$ cat config.mk
export PLATFORM = sky130hd
export DESIGN_NAME = adrc_sliding_mode_controller_flat
export DESIGN_NICKNAME = d
export VERILOG_FILES = /design/src/rtl/asmc_pkg.sv /design/src/rtl/asmc_req_if.sv /design/src/rtl/asmc_rsp_if.sv /design/src/rtl/asmc_mul.sv /design/src/rtl/asmc_div.sv /design/src/rtl/adrc_sliding_mode_controller.sv /design/src/flat_wrapper.sv
export SDC_FILE = /design/constraint.sdc
export NUM_CORES = 2
export LEC_CHECK = 0
export BUFFER_PORTS_ARGS = -buffer_cell sky130_fd_sc_hd__clkbuf_2
export CORE_ASPECT_RATIO = 0.75
export CORE_UTILIZATION = 50
export CTS_BUF_LIST = sky130_fd_sc_hd__clkbuf_4
export DETAILED_ROUTE_END_ITERATION = 6
export GPL_TIMING_DRIVEN = 0
export PLACE_DENSITY = 0.66
export SLEW_MARGIN = 20
export SYNTH_ARGS = -nofsm -noshare
export SYNTH_HDL_FRONTEND = slang
export SYNTH_SLANG_ARGS = --single-unit
$ cat constraint.sdc
create_clock -name clk_i -period 8.1 [get_ports clk_i]
set_input_delay 1.215 -clock clk_i [delete_from_list [all_inputs] [get_ports clk_i]]
set_output_delay 1.215 -clock clk_i [all_outputs]
set_load 0.005 [all_outputs]
$ cat src/rtl/asmc_pkg.sv
package asmc_pkg;

  localparam int DATA_W    = 32;
  localparam int CFG_W     = 32;
  localparam int CFG_IDX_W = 3;
  // digit width of the shared multiplier (multiplicand x digit per cycle)
  localparam int MUL_DIGIT = 16;

  typedef enum logic [CFG_IDX_W-1:0] {
    CFG_SURFACE_GAIN  = 3'd0,
    CFG_SWITCH_GAIN   = 3'd1,
    CFG_PLANT_GAIN    = 3'd2,
    CFG_OBSERVER_BW   = 3'd3,
    CFG_DRIVE_LIMIT   = 3'd4,
    CFG_SAMPLE_PERIOD = 3'd5
  } cfg_idx_e;

  typedef logic signed [DATA_W-1:0] data_t;

endpackage

$ cat src/rtl/asmc_req_if.sv
interface asmc_req_if import asmc_pkg::*; ();
  logic  valid;
  logic  ready;
  data_t feedback_angle;
  data_t target_angle;
  data_t angular_rate;

  modport source (output valid, output feedback_angle, output target_angle,
                  output angular_rate, input ready);
  modport sink   (input valid, input feedback_angle, input target_angle,
                  input angular_rate, output ready);
endinterface

$ cat src/rtl/asmc_rsp_if.sv
interface asmc_rsp_if import asmc_pkg::*; ();
  logic  valid;
  logic  ready;
  data_t drive;

  modport source (output valid, output drive, input ready);
  modport sink   (input valid, input drive, output ready);
endinterface

$ cat src/rtl/asmc_mul.sv
module asmc_mul import asmc_pkg::*; #(
  parameter int WORD_WIDTH = 32,
  parameter int FRAC_BITS  = 16
) (
  input  logic                         clk_i,
  input  logic                         rst_ni,
  input  logic                         start_i,
  input  logic signed [WORD_WIDTH-1:0] a_i,
  input  logic signed [WORD_WIDTH-1:0] b_i,
  output logic                         done_o,
  output logic signed [WORD_WIDTH-1:0] p_o
);

  localparam int W   = WORD_WIDTH;
  localparam int NCH = (W + MUL_DIGIT - 1) / MUL_DIGIT;
  localparam int BW  = NCH * MUL_DIGIT;
  localparam int CW  = $clog2(NCH + 1);
  localparam logic signed [W-1:0] WMAX = {1'b0, {(W-1){1'b1}}};
  localparam logic signed [W-1:0] WMIN = {1'b1, {(W-1){1'b0}}};

  logic                  busy_q, fin_q, done_q, neg_q;
  logic [CW-1:0]         cnt_q;
  logic [W-1:0]          am_q;
  logic [BW-1:0]         bm_q;
  logic [2*W-1:0]        acc_q;
  logic signed [W-1:0]   p_q;

  logic [W-1:0]          a_mag, b_mag;
  logic [W+MUL_DIGIT-1:0] pp;
  logic signed [2*W:0]   fin_v, fin_sh;
  logic [W+1:0]          fin_hi;
  logic signed [W-1:0]   fin_p;

  assign a_mag = a_i[W-1] ? $unsigned(-a_i) : $unsigned(a_i);
  assign b_mag = b_i[W-1] ? $unsigned(-b_i) : $unsigned(b_i);

  // top digit of the multiplier first, accumulator shifts up one digit a step
  assign pp = (W+MUL_DIGIT)'(am_q) * (W+MUL_DIGIT)'(bm_q[BW-1 -: MUL_DIGIT]);

  // exact product, floor shift, saturate to the word
  assign fin_v  = neg_q ? -$signed({1'b0, acc_q}) : $signed({1'b0, acc_q});
  assign fin_sh = fin_v >>> FRAC_BITS;
  assign fin_hi = fin_sh[2*W:W-1];
  assign fin_p  = (&fin_hi || ~|fin_hi) ? fin_sh[W-1:0] : (fin_sh[2*W] ? WMIN : WMAX);

  always_ff @(posedge clk_i or negedge rst_ni) begin
    if (!rst_ni) begin
      busy_q <= 1'b0;
      fin_q  <= 1'b0;
      done_q <= 1'b0;
      cnt_q  <= '0;
    end else begin
      done_q <= fin_q;
      fin_q  <= 1'b0;
      if (start_i && !busy_q) begin
        busy_q <= 1'b1;
        cnt_q  <= CW'(NCH);
      end else if (busy_q) begin
        cnt_q <= cnt_q - CW'(1);
        if (cnt_q == CW'(1)) begin
          busy_q <= 1'b0;
          fin_q  <= 1'b1;
        end
      end
    end
  end

  always_ff @(posedge clk_i) begin
    if (start_i && !busy_q) begin
      neg_q <= a_i[W-1] ^ b_i[W-1];
      am_q  <= a_mag;
      bm_q  <= BW'(b_mag);
      acc_q <= '0;
    end else if (busy_q) begin
      acc_q <= (acc_q << MUL_DIGIT) + (2*W)'(pp);
      bm_q  <= bm_q << MUL_DIGIT;
    end
    if (fin_q) begin
      p_q <= fin_p;
    end
  end

  assign done_o = done_q;
  assign p_o    = p_q;

endmodule

$ cat src/rtl/asmc_div.sv
module asmc_div import asmc_pkg::*; #(
  parameter int WORD_WIDTH = 32,
  parameter int FRAC_BITS  = 16
) (
  input  logic                         clk_i,
  input  logic                         rst_ni,
  input  logic                         start_i,
  input  logic signed [WORD_WIDTH-1:0] num_i,
  input  logic signed [WORD_WIDTH-1:0] den_i,
  output logic                         done_o,
  output logic signed [WORD_WIDTH-1:0] q_o
);

  localparam int W  = WORD_WIDTH;
  localparam int NB = W + FRAC_BITS;
  localparam int CW = $clog2(NB + 1);
  localparam logic signed [W-1:0] WMAX = {1'b0, {(W-1){1'b1}}};
  localparam logic signed [W-1:0] WMIN = {1'b1, {(W-1){1'b0}}};
  localparam logic [W-1:0]        HALF = {1'b1, {(W-1){1'b0}}};

  logic                busy_q, fin_q, done_q, neg_q, ovf_q;
  logic [CW-1:0]       cnt_q;
  logic [NB-1:0]       dv_q;
  logic [W-2:0]        rem_q, ud_q;
  logic [W-1:0]        qt_q;
  logic signed [W-1:0] q_q;

  logic [W-1:0]        n_mag, r2, diff, tot;
  logic                ge, special, big;
  logic signed [W-1:0] special_q, fin_q_val;

  assign n_mag   = num_i[W-1] ? $unsigned(-num_i) : $unsigned(num_i);
  assign special = (num_i == '0) || (den_i == '0) || den_i[W-1];
  always_comb begin
    if (num_i == '0) begin
      special_q = '0;
    end else begin
      special_q = num_i[W-1] ? WMIN : WMAX;
    end
  end

  // restoring step: one quotient bit per cycle
  assign r2   = {rem_q, dv_q[NB-1]};
  assign diff = r2 - {1'b0, ud_q};
  assign ge   = r2 >= {1'b0, ud_q};

  // clip the magnitude at one past the word maximum, then apply the sign
  assign big = ovf_q || (qt_q > HALF);
  assign tot = big ? HALF : qt_q;
  always_comb begin
    if (neg_q) begin
      fin_q_val = $signed(-tot);
    end else if (tot == HALF) begin
      fin_q_val = WMAX;
    end else begin
      fin_q_val = $signed(tot);
    end
  end

  always_ff @(posedge clk_i or negedge rst_ni) begin
    if (!rst_ni) begin
      busy_q <= 1'b0;
      fin_q  <= 1'b0;
      done_q <= 1'b0;
      cnt_q  <= '0;
    end else begin
      done_q <= fin_q;
      fin_q  <= 1'b0;
      if (start_i && !busy_q) begin
        if (special) begin
          done_q <= 1'b1;
        end else begin
          busy_q <= 1'b1;
          cnt_q  <= CW'(NB);
        end
      end else if (busy_q) begin
        cnt_q <= cnt_q - CW'(1);
        if (cnt_q == CW'(1)) begin
          busy_q <= 1'b0;
          fin_q  <= 1'b1;
        end
      end
    end
  end

  always_ff @(posedge clk_i) begin
    if (start_i && !busy_q) begin
      neg_q <= num_i[W-1];
      dv_q  <= {n_mag, {FRAC_BITS{1'b0}}};
      rem_q <= '0;
      ud_q  <= den_i[W-2:0];
      qt_q  <= '0;
      ovf_q <= 1'b0;
      if (special) begin
        q_q <= special_q;
      end
    end else if (busy_q) begin
      rem_q <= ge ? diff[W-2:0] : r2[W-2:0];
      qt_q  <= {qt_q[W-2:0], ge};
      ovf_q <= ovf_q | qt_q[W-1];
      dv_q  <= dv_q << 1;
    end
    if (fin_q) begin
      q_q <= fin_q_val;
    end
  end

  assign done_o = done_q;
  assign q_o    = q_q;

endmodule

$ cat src/rtl/adrc_sliding_mode_controller.sv
// Sliding-mode controller with a two-state extended observer, one sample per request.
// Each request runs through a short sequencer that reuses one saturating adder, one
// multiplier that takes a 16-bit digit of the multiplier per cycle, and a restoring
// divider that produces one quotient bit per cycle. Each sample
// runs nine multiplies and one divide through these units, in a fixed order.
// A zero numerator or zero plant gain skips the divide. The input side is ready only
// between samples; the result waits in an output register, so the next request may be
// taken while it is still pending. Write configuration only while no sample is in work.
module adrc_sliding_mode_controller import asmc_pkg::*; #(
  parameter int WORD_WIDTH = 32,
  parameter int FRAC_BITS  = 16
) (
  input  logic                 clk_i,
  input  logic                 rst_ni,
  input  logic                 cfg_we_i,
  input  logic [CFG_IDX_W-1:0] cfg_idx_i,
  input  logic [CFG_W-1:0]     cfg_data_i,
  asmc_req_if.sink             req_i,
  asmc_rsp_if.source           rsp_o
);

  localparam int W = WORD_WIDTH;
  localparam logic signed [63:0] WMAX64 = (64'sd1 <<< (W-1)) - 64'sd1;
  localparam logic signed [63:0] WMIN64 = -WMAX64 - 64'sd1;
  localparam logic signed [W-1:0] WMAX = {1'b0, {(W-1){1'b1}}};
  localparam logic signed [W-1:0] WMIN = {1'b1, {(W-1){1'b0}}};
  localparam logic [30:0] B0_RST = 31'(64'd1 << FRAC_BITS);
  localparam logic [30:0] TP_RST = 31'(((64'd1 << FRAC_BITS) * 2 + 64'd500) / 64'd1000);

  typedef enum logic [22:0] {
    ST_IDLE = 23'h000001,
    ST_DIF  = 23'h000002,
    ST_DBL  = 23'h000004,
    ST_ERR  = 23'h000008,
    ST_WW   = 23'h000010,
    ST_G2   = 23'h000020,
    ST_GD   = 23'h000040,
    ST_Z2   = 23'h000080,
    ST_BU   = 23'h000100,
    ST_IN1  = 23'h000200,
    ST_WD   = 23'h000400,
    ST_IN2  = 23'h000800,
    ST_TI   = 23'h001000,
    ST_Z1   = 23'h002000,
    ST_WE   = 23'h004000,
    ST_SRF  = 23'h008000,
    ST_WZ   = 23'h010000,
    ST_NEG  = 23'h020000,
    ST_KS   = 23'h040000,
    ST_TERM = 23'h080000,
    ST_NUM  = 23'h100000,
    ST_DIV  = 23'h200000,
    ST_OUT  = 23'h400000
  } state_e;

  function automatic logic signed [W-1:0] sat_word(input logic signed [63:0] v);
    logic signed [W-1:0] r;
    if (v > WMAX64) begin
      r = WMAX;
    end else if (v < WMIN64) begin
      r = WMIN;
    end else begin
      r = W'(v);
    end
    return r;
  endfunction

  // configuration
  logic signed [CFG_W-1:0] wc_q, k_q, wo_q;
  logic [30:0]             b0_q, lim_q, tp_q;
  logic signed [W-1:0]     wc_w, k_w, wo_w, b0_w, lim_w, tp_w;

  // sequencer and state
  state_e              state_q, state_d;
  logic                issued_q, issued_d;
  logic signed [W-1:0] z1_q, z2_q, ul_q;
  logic                out_valid_q;
  data_t               drive_q;

  // per-sample working registers
  logic signed [W-1:0] fdb_q, set_q, gyro_q, d_q, w2_q, e_q, in_q, s_q, t_q;

  // shared units
  logic                is_mul, mul_start, mul_done, div_start, div_done;
  logic signed [W-1:0] mul_a, mul_b, mul_p, div_q;
  logic signed [W-1:0] add_a, add_b, add_r;
  logic                add_sub;
  logic signed [W:0]   add_x;
  logic signed [W-1:0] neg_lim, u_clamp;
  logic                accept, out_load;

  assign wc_w  = sat_word(64'(wc_q));
  assign k_w   = sat_word(64'(k_q));
  assign wo_w  = sat_word(64'(wo_q));
  assign b0_w  = sat_word(64'(b0_q));
  assign lim_w = sat_word(64'(lim_q));
  assign tp_w  = sat_word(64'(tp_q));

  assign accept      = req_i.valid && (state_q == ST_IDLE);
  assign req_i.ready = (state_q == ST_IDLE);
  assign out_load    = (state_q == ST_OUT) && (!out_valid_q || rsp_o.ready);
  assign rsp_o.valid = out_valid_q;
  assign rsp_o.drive = drive_q;

  // operand routing for the multiplier
  always_comb begin
    is_mul = 1'b1;
    mul_a  = '0;
    mul_b  = '0;
    case (state_q)
      ST_WW: begin
        mul_a = wo_w;
        mul_b = wo_w;
      end
      ST_G2: begin
        mul_a = tp_w;
        mul_b = mul_p;
      end
      ST_GD: begin
        mul_a = mul_p;
        mul_b = d_q;
      end
      ST_BU: begin
        mul_a = b0_w;
        mul_b = ul_q;
      end
      ST_WD: begin
        mul_a = w2_q;
        mul_b = d_q;
      end
      ST_TI: begin
        mul_a = tp_w;
        mul_b = in_q;
      end
      ST_WE: begin
        mul_a = wc_w;
        mul_b = e_q;
      end
      ST_WZ: begin
        mul_a = wc_w;
        mul_b = z1_q;
      end
      ST_KS: begin
        mul_a = k_w;
        mul_b = s_q;
      end
      default: begin
        is_mul = 1'b0;
      end
    endcase
  end

  assign mul_start = is_mul && !issued_q;
  assign div_start = (state_q == ST_DIV) && !issued_q;

  // operand routing for the saturating adder
  always_comb begin
    add_a   = '0;
    add_b   = '0;
    add_sub = 1'b0;
    case (state_q)
      ST_DIF: begin
        add_a   = gyro_q;
        add_b   = z1_q;
        add_sub = 1'b1;
      end
      ST_DBL: begin
        add_a = wo_w;
        add_b = wo_w;
      end
      ST_ERR: begin
        add_a   = fdb_q;
        add_b   = set_q;
        add_sub = 1'b1;
      end
      ST_Z2: begin
        add_a = z2_q;
        add_b = mul_p;
      end
      ST_IN1: begin
        add_a = mul_p;
        add_b = z2_q;
      end
      ST_IN2: begin
        add_a = in_q;
        add_b = mul_p;
      end
      ST_Z1: begin
        add_a = z1_q;
        add_b = mul_p;
      end
      ST_SRF: begin
        add_a = mul_p;
        add_b = z1_q;
      end
      ST_NEG: begin
        add_b   = mul_p;
        add_sub = 1'b1;
      end
      ST_TERM: begin
        add_a   = t_q;
        add_b   = mul_p;
        add_sub = 1'b1;
      end
      ST_NUM: begin
        add_a   = t_q;
        add_b   = z2_q;
        add_sub = 1'b1;
      end
      default: begin
        add_sub = 1'b0;
      end
    endcase
  end

  assign add_x = add_sub ? ((W+1)'(add_a) - (W+1)'(add_b))
                         : ((W+1)'(add_a) + (W+1)'(add_b));
  assign add_r = (add_x[W] == add_x[W-1]) ? add_x[W-1:0] : (add_x[W] ? WMIN : WMAX);

  assign neg_lim = -lim_w;
  assign u_clamp = (div_q > lim_w) ? lim_w : ((div_q < neg_lim) ? neg_lim : div_q);

  always_comb begin
    state_d  = state_q;
    issued_d = issued_q;
    if (mul_start || div_start) begin
      issued_d = 1'b1;
    end
    if (mul_done || div_done) begin
      issued_d = 1'b0;
    end
    case (state_q)
      ST_IDLE: if (accept) state_d = ST_DIF;
      ST_DIF:  state_d = ST_DBL;
      ST_DBL:  state_d = ST_ERR;
      ST_ERR:  state_d = ST_WW;
      ST_WW:   if (mul_done) state_d = ST_G2;
      ST_G2:   if (mul_done) state_d = ST_GD;
      ST_GD:   if (mul_done) state_d = ST_Z2;
      ST_Z2:   state_d = ST_BU;
      ST_BU:   if (mul_done) state_d = ST_IN1;
      ST_IN1:  state_d = ST_WD;
      ST_WD:   if (mul_done) state_d = ST_IN2;
      ST_IN2:  state_d = ST_TI;
      ST_TI:   if (mul_done) state_d = ST_Z1;
      ST_Z1:   state_d = ST_WE;
      ST_WE:   if (mul_done) state_d = ST_SRF;
      ST_SRF:  state_d = ST_WZ;
      ST_WZ:   if (mul_done) state_d = ST_NEG;
      ST_NEG:  state_d = ST_KS;
      ST_KS:   if (mul_done) state_d = ST_TERM;
      ST_TERM: state_d = ST_NUM;
      ST_NUM:  state_d = ST_DIV;
      ST_DIV:  if (div_done) state_d = ST_OUT;
      ST_OUT:  if (out_load) state_d = ST_IDLE;
      default: state_d = ST_IDLE;
    endcase
  end

  always_ff @(posedge clk_i or negedge rst_ni) begin
    if (!rst_ni) begin
      state_q     <= ST_IDLE;
      issued_q    <= 1'b0;
      out_valid_q <= 1'b0;
      z1_q        <= '0;
      z2_q        <= '0;
      ul_q        <= '0;
      wc_q        <= '0;
      k_q         <= '0;
      b0_q        <= B0_RST;
      wo_q        <= '0;
      lim_q       <= '0;
      tp_q        <= TP_RST;
    end else begin
      state_q  <= state_d;
      issued_q <= issued_d;
      if (out_load) begin
        out_valid_q <= 1'b1;
        ul_q        <= u_clamp;
      end else if (rsp_o.ready) begin
        out_valid_q <= 1'b0;
      end
      if (state_q == ST_Z2) begin
        z2_q <= add_r;
      end
      if (state_q == ST_Z1) begin
        z1_q <= add_r;
      end
      if (cfg_we_i) begin
        case (cfg_idx_e'(cfg_idx_i))
          CFG_SURFACE_GAIN:  wc_q  <= cfg_data_i;
          CFG_SWITCH_GAIN:   k_q   <= cfg_data_i;
          CFG_PLANT_GAIN:    b0_q  <= cfg_data_i[30:0];
          CFG_OBSERVER_BW:   wo_q  <= cfg_data_i;
          CFG_DRIVE_LIMIT:   lim_q <= cfg_data_i[30:0];
          CFG_SAMPLE_PERIOD: tp_q  <= cfg_data_i[30:0];
          default: ;
        endcase
      end
    end
  end

  always_ff @(posedge clk_i) begin
    if (accept) begin
      fdb_q  <= sat_word(64'(req_i.feedback_angle));
      set_q  <= sat_word(64'(req_i.target_angle));
      gyro_q <= sat_word(64'(req_i.angular_rate));
    end
    case (state_q)
      ST_DIF:  d_q  <= add_r;
      ST_DBL:  w2_q <= add_r;
      ST_ERR:  e_q  <= add_r;
      ST_IN1:  in_q <= add_r;
      ST_IN2:  in_q <= add_r;
      ST_SRF:  s_q  <= add_r;
      ST_NEG:  t_q  <= add_r;
      ST_TERM: t_q  <= add_r;
      ST_NUM:  t_q  <= add_r;
      default: ;
    endcase
    if (out_load) begin
      drive_q <= DATA_W'(u_clamp);
    end
  end

  asmc_mul #(
    .WORD_WIDTH (WORD_WIDTH),
    .FRAC_BITS  (FRAC_BITS)
  ) u_mul (
    .clk_i   (clk_i),
    .rst_ni  (rst_ni),
    .start_i (mul_start),
    .a_i     (mul_a),
    .b_i     (mul_b),
    .done_o  (mul_done),
    .p_o     (mul_p)
  );

  asmc_div #(
    .WORD_WIDTH (WORD_WIDTH),
    .FRAC_BITS  (FRAC_BITS)
  ) u_div (
    .clk_i   (clk_i),
    .rst_ni  (rst_ni),
    .start_i (div_start),
    .num_i   (t_q),
    .den_i   (b0_w),
    .done_o  (div_done),
    .q_o     (div_q)
  );

  a_clamp_holds: assert property (@(posedge clk_i) disable iff (!rst_ni)
    (state_q == ST_OUT) |-> (u_clamp <= lim_w) && (u_clamp >= neg_lim))
    else $error("drive outside the clamp");

  a_mul_done_issued: assert property (@(posedge clk_i) disable iff (!rst_ni)
    mul_done |-> issued_q && is_mul)
    else $error("multiplier finished without a pending operation");

  a_div_done_state: assert property (@(posedge clk_i) disable iff (!rst_ni)
    div_done |-> issued_q && (state_q == ST_DIV))
    else $error("divider finished outside the divide step");

  a_accept_starts: assert property (@(posedge clk_i) disable iff (!rst_ni)
    (req_i.valid && req_i.ready) |=> (state_q == ST_DIF) && !issued_q)
    else $error("accepted request did not start the sequence");

endmodule
$ cat src/flat_wrapper.sv
// flat-port wrapper written by rule: the top's interface ports become plain ports
module adrc_sliding_mode_controller_flat import asmc_pkg::*;
#(
  parameter int WORD_WIDTH = 32,
  parameter int FRAC_BITS  = 16
)
  (clk_i, rst_ni, cfg_we_i, cfg_idx_i, cfg_data_i, req_i_valid, req_i_feedback_angle, req_i_target_angle, req_i_angular_rate, req_i_ready, rsp_o_valid, rsp_o_drive, rsp_o_ready);
  asmc_req_if req_i_i ();
  asmc_rsp_if rsp_o_i ();
  input  logic clk_i;
  input  logic rst_ni;
  input  logic cfg_we_i;
  input  logic [CFG_IDX_W-1:0] cfg_idx_i;
  input  logic [CFG_W-1:0] cfg_data_i;
  input wire logic [$bits(req_i_i.valid)-1:0] req_i_valid;
  input wire logic [$bits(req_i_i.feedback_angle)-1:0] req_i_feedback_angle;
  input wire logic [$bits(req_i_i.target_angle)-1:0] req_i_target_angle;
  input wire logic [$bits(req_i_i.angular_rate)-1:0] req_i_angular_rate;
  output wire logic [$bits(req_i_i.ready)-1:0] req_i_ready;
  output wire logic [$bits(rsp_o_i.valid)-1:0] rsp_o_valid;
  output wire logic [$bits(rsp_o_i.drive)-1:0] rsp_o_drive;
  input wire logic [$bits(rsp_o_i.ready)-1:0] rsp_o_ready;
  assign req_i_i.valid = req_i_valid;
  assign req_i_i.feedback_angle = req_i_feedback_angle;
  assign req_i_i.target_angle = req_i_target_angle;
  assign req_i_i.angular_rate = req_i_angular_rate;
  assign req_i_ready = req_i_i.ready;
  assign rsp_o_valid = rsp_o_i.valid;
  assign rsp_o_drive = rsp_o_i.drive;
  assign rsp_o_i.ready = rsp_o_ready;
  adrc_sliding_mode_controller #(.WORD_WIDTH(WORD_WIDTH), .FRAC_BITS(FRAC_BITS)) u_core (.clk_i(clk_i), .rst_ni(rst_ni), .cfg_we_i(cfg_we_i), .cfg_idx_i(cfg_idx_i), .cfg_data_i(cfg_data_i), .req_i(req_i_i), .rsp_o(rsp_o_i));
endmodule
==> flow_summary.json <==
{
  "grt_max_degree": 90,
  "dp.cells": 8686,
  "antenna_found_initial": 24,
  "crit_path_frequent_cell": "buf_2",
  "synth_top_area_frac": 0.225,
  "pre_cts_slack_ns": -2.40,
  "power_density_nw_per_um2": 388,
  "async_flop_share": 0.336,
  "finalNetCount": 8029,
  "max_cap_viol_count": 0,
  "hold_viol": 0,
  "ys.flop_type": "edfxtp_1",
  "drive_gt1_frac": 0.137,
  "final-max-slew-violation-count": 0,
  "grt_overflow": 0,
  "synthToLayoutAreaGrowth_pct": 10.3,
  "dieWidth_um": 429,
  "gp_congestion": 1.06,
  "final_common_cell": "nand2_1",
  "synth_nets": 7670,
  "crit_start": "u_core.state_q[14]",
  "outcome": "complete, but fails checks",
  "max_freq_ghz": 0.124,
  "ioPinCount": 170,
  "finalWorstPathRequiredPeriod_ns": 8.09,
  "grt_usage": 0.376,
  "worst_pin_slew_ns": 1.30,
  "drt_iter0_drc": 8811,
  "core_area_sq_um": 136000,
  "io_buffers": 73,
  "start_util": 0.504,
  "fin_util": 0.556,
  "synth_warnings": 0,
  "die_area_sq_um": 138000,
  "fillerInstances": 12000,
  "yosys-top-cells-area": "edfxtp_1 (23%), fa_1 (13%), dfrtp_1 (12%), ha_1 (4.9%), nand2_1 (4.5%)",
  "syn-cell-area_sq_um": 68400,
  "tritoncts": "done",
  "max_stage_delay_ns": 0.51,
  "first_global_vias": 54800,
  "min_path_type": "in -> reg",
  "path_max_fanout": 10,
  "htreeDepth": 4,
  "route.detailed.drc": 189,
  "r2r-start": "u_core.state_q[14]",
  "hold_start": "req_i_angular_rate[17]",
  "grt_pass1_wl_mm": 377,
  "period_share": 0.999,
  "vias_per_cell": 6.32,
  "setup_viol": 0,
  "synth_edf_count": 513,
  "layout_common_cells": "nand2_1 (819), inv_1 (694), edfxtp_1 (513)",
  "first_pass_iters": 7,
  "routed_wirelength_mm": 263,
  "dp_hpwl_mm": 205,
  "rows": 117,
  "ant_nets": 0,
  "cts_root_buffer": "clkbuf_4",
  "crit_path_start_kind": "register",
  "end_kind": "register",
  "synth-seq-area-share": 0.381,
  "cts_buffer_depth": 3,
  "cts_sinks": 965,
  "postSynthCellCount": 6812,
  "final.setup.worst_slack_ns": 0.0116,
  "via_count": 58100,
  "cts_inserted_buffers": 236,
  "slew-limit-headroom": 0.127,
  "clkTransAtPathRegs_ns": 0.08,
  "wl_per_cell_um": 28.6,
  "whs_ns": 0.128,
  "netlist-cell-type-count": 98,
  "critPathKind": "reg -> reg",
  "fin_skew_ns": 0.109,
  "p_leak_nw": 32.8,
  "worst_path_max_delay_cell": "nor3_1",
  "required_ns": 9.26,
  "cp.arrival_ns": 9.25,
  "synth_top_area_cell": "edfxtp_1",
  "fin_cells": 9193,
  "vdd_drop_max_mv": 1.11,
  "clk_latency_ns": 1.26,
  "die_h_um": 322,
  "synth-seq-cells": 965,
  "violations": "design-rule violations",
  "synth_area_per_cell_sq_um": 10.0
}
synthesized netlist by cell type (41+ instances only):
cell type / n
a211oi_1: 41
a21o_1: 106
a21oi_1: 231
a222oi_1: 121
a22oi_1: 140
and2_1: 186
and3_1: 48
clkbuf_1: 407
dfrtp_1: 319
dfxtp_1: 128
edfxtp_1: 513
fa_1: 452
ha_1: 270
inv_1: 696
mux2_2: 193
mux2_4: 58
mux2i_1: 63
nand2_1: 820
nand2b_1: 44
nand3_1: 123
nand4_1: 99
nor2_1: 248
nor2b_1: 43
nor3_1: 93
nor4_1: 57
o21ai_0: 395
o31ai_1: 42
xnor2_1: 167
xor2_1: 132
flip-flops by register name, indices dropped and copies added, names as in the netlist, 32 cells and up:
name,cells
u_core.wo_q,32
u_core.gyro_q,32
u_core.z2_q,32
u_core.u_mul.acc_q,64
u_core.in_q,32
u_core.ul_q,32
u_core.u_div.q_o,32
u_core.u_div.qt_q,32
u_core.z1_q,32
u_core.e_q,32
u_core.fdb_q,32
u_core.w2_q,32
u_core.u_mul.am_q,32
u_core.u_mul.bm_q,32
u_core.u_div.dv_q,32
u_core.t_q,32
u_core.k_q,32
u_core.d_q,32
u_core.set_q,32
u_core.s_q,32
u_core.wc_q,32
u_core.u_mul.p_o,32
u_core.rsp_o.drive,32
logic make-up (layout without fill, tap and decap cells):
group                      count (synthesis)  count (layout)  share of synthesized area
muxes                                    314             314                     0.0537
adders and majority gates                753             753                      0.187
and+or+nand+nor                         1949            1950                      0.140
AOI/OAI and AO/OA                       1373            1373                      0.135
buffers and inverters                   1159            1728                     0.0649
xor gates and xnor gates                 299             299                     0.0383
other                                      0              26                          0
DFF                                      965             965                      0.381
through the flow:
| stage | setup TNS [ns] | area [sq um] | power [mW] |
|---|---|---|---|
| floorplan | 0 | 68400 | 17.1 |
| global placement | -1342.11 | 71000 | 23.0 |
| detailed placement | -581.43 | 71400 | 23.2 |
| CTS | 0 | 75000 | 27.9 |
| global route | -0.00322 | 75400 | 30.0 |
| finish | 0 | 75500 | 29.3 |
critical path, delay by kind of cell, from the launching register on:
family	cells	cell delay [ns]
and+or+nand+nor	10	2.35
AOI/OAI and AO/OA	7	1.71
buffers and inverters	6	1.56
adders and majority gates	3	1.12
xor gates and xnor gates	2	0.64
DFF	1	0.37
muxes	1	0.22
worst paths after layout:
| kind | to | slack, ns | cells past startpoint |
|---|---|---|---|
| hold reg to reg | u_core.u_div.ud_q[22] | 0.44 | 0 |
| hold / removal | u_core.gyro_q[17] | 0.13 | 1 |
| setup reg to reg | u_core.z1_q[0] | 0.01 | 29 |
| max in group asynchronous | u_core.b0_q[24] | 5.71 | 6 |
| min in group asynchronous | u_core.z2_q[15] | 0.39 | 2 |
| setup / recovery | u_core.z1_q[0] | 0.01 | 29 |
per-layer routing:
| metal | up-vias | track usage | share of wire |
|---|---|---|---|
| li1 | 24800 | - | - |
| met1 | 28600 | 0.540 | 0.42 |
| met2 | 4037 | 0.482 | 0.38 |
| met3 | 578 | 0.176 | 0.16 |
| met4 | 16 | 0.146 | 0.039 |
| met5 | - | 0 | 0.00081 |
report_power, final:
group          switching (mW)  internal, mW  total [mW]
Clock                    2.19          2.26        4.45
Sequential              0.970          7.74        8.71
Combinational            11.1          5.00        16.1
Total                    14.3          15.0        29.3
repair_timing:
action,CTS,global route
cloned,1,0
setup endpoints to repair,279,277
hold buffers,1,0
endpoints found under the hold margin,17,0
pin swaps,5,5
setup buffers,10,22
resized for setup,69,148
final cells by class:
| class | count | area (sq um) | share of cell area |
|---|---|---|---|
| multi-input cells | 4689 | 38300 | 0.508 |
| clock inverters | 93 | 613 | 0.00813 |
| flip-flops and latches | 965 | 26100 | 0.346 |
| diodes | 26 | 65.1 | 0.000862 |
| repair buffers | 122 | 905 | 0.0120 |
| well taps | 1785 | 2230 | 0.0296 |
| inverters | 697 | 2620 | 0.0347 |
| clock buffers | 356 | 2670 | 0.0354 |
| plain buffers | 460 | 1970 | 0.0261 |
(Power assumes the default switching activity.)
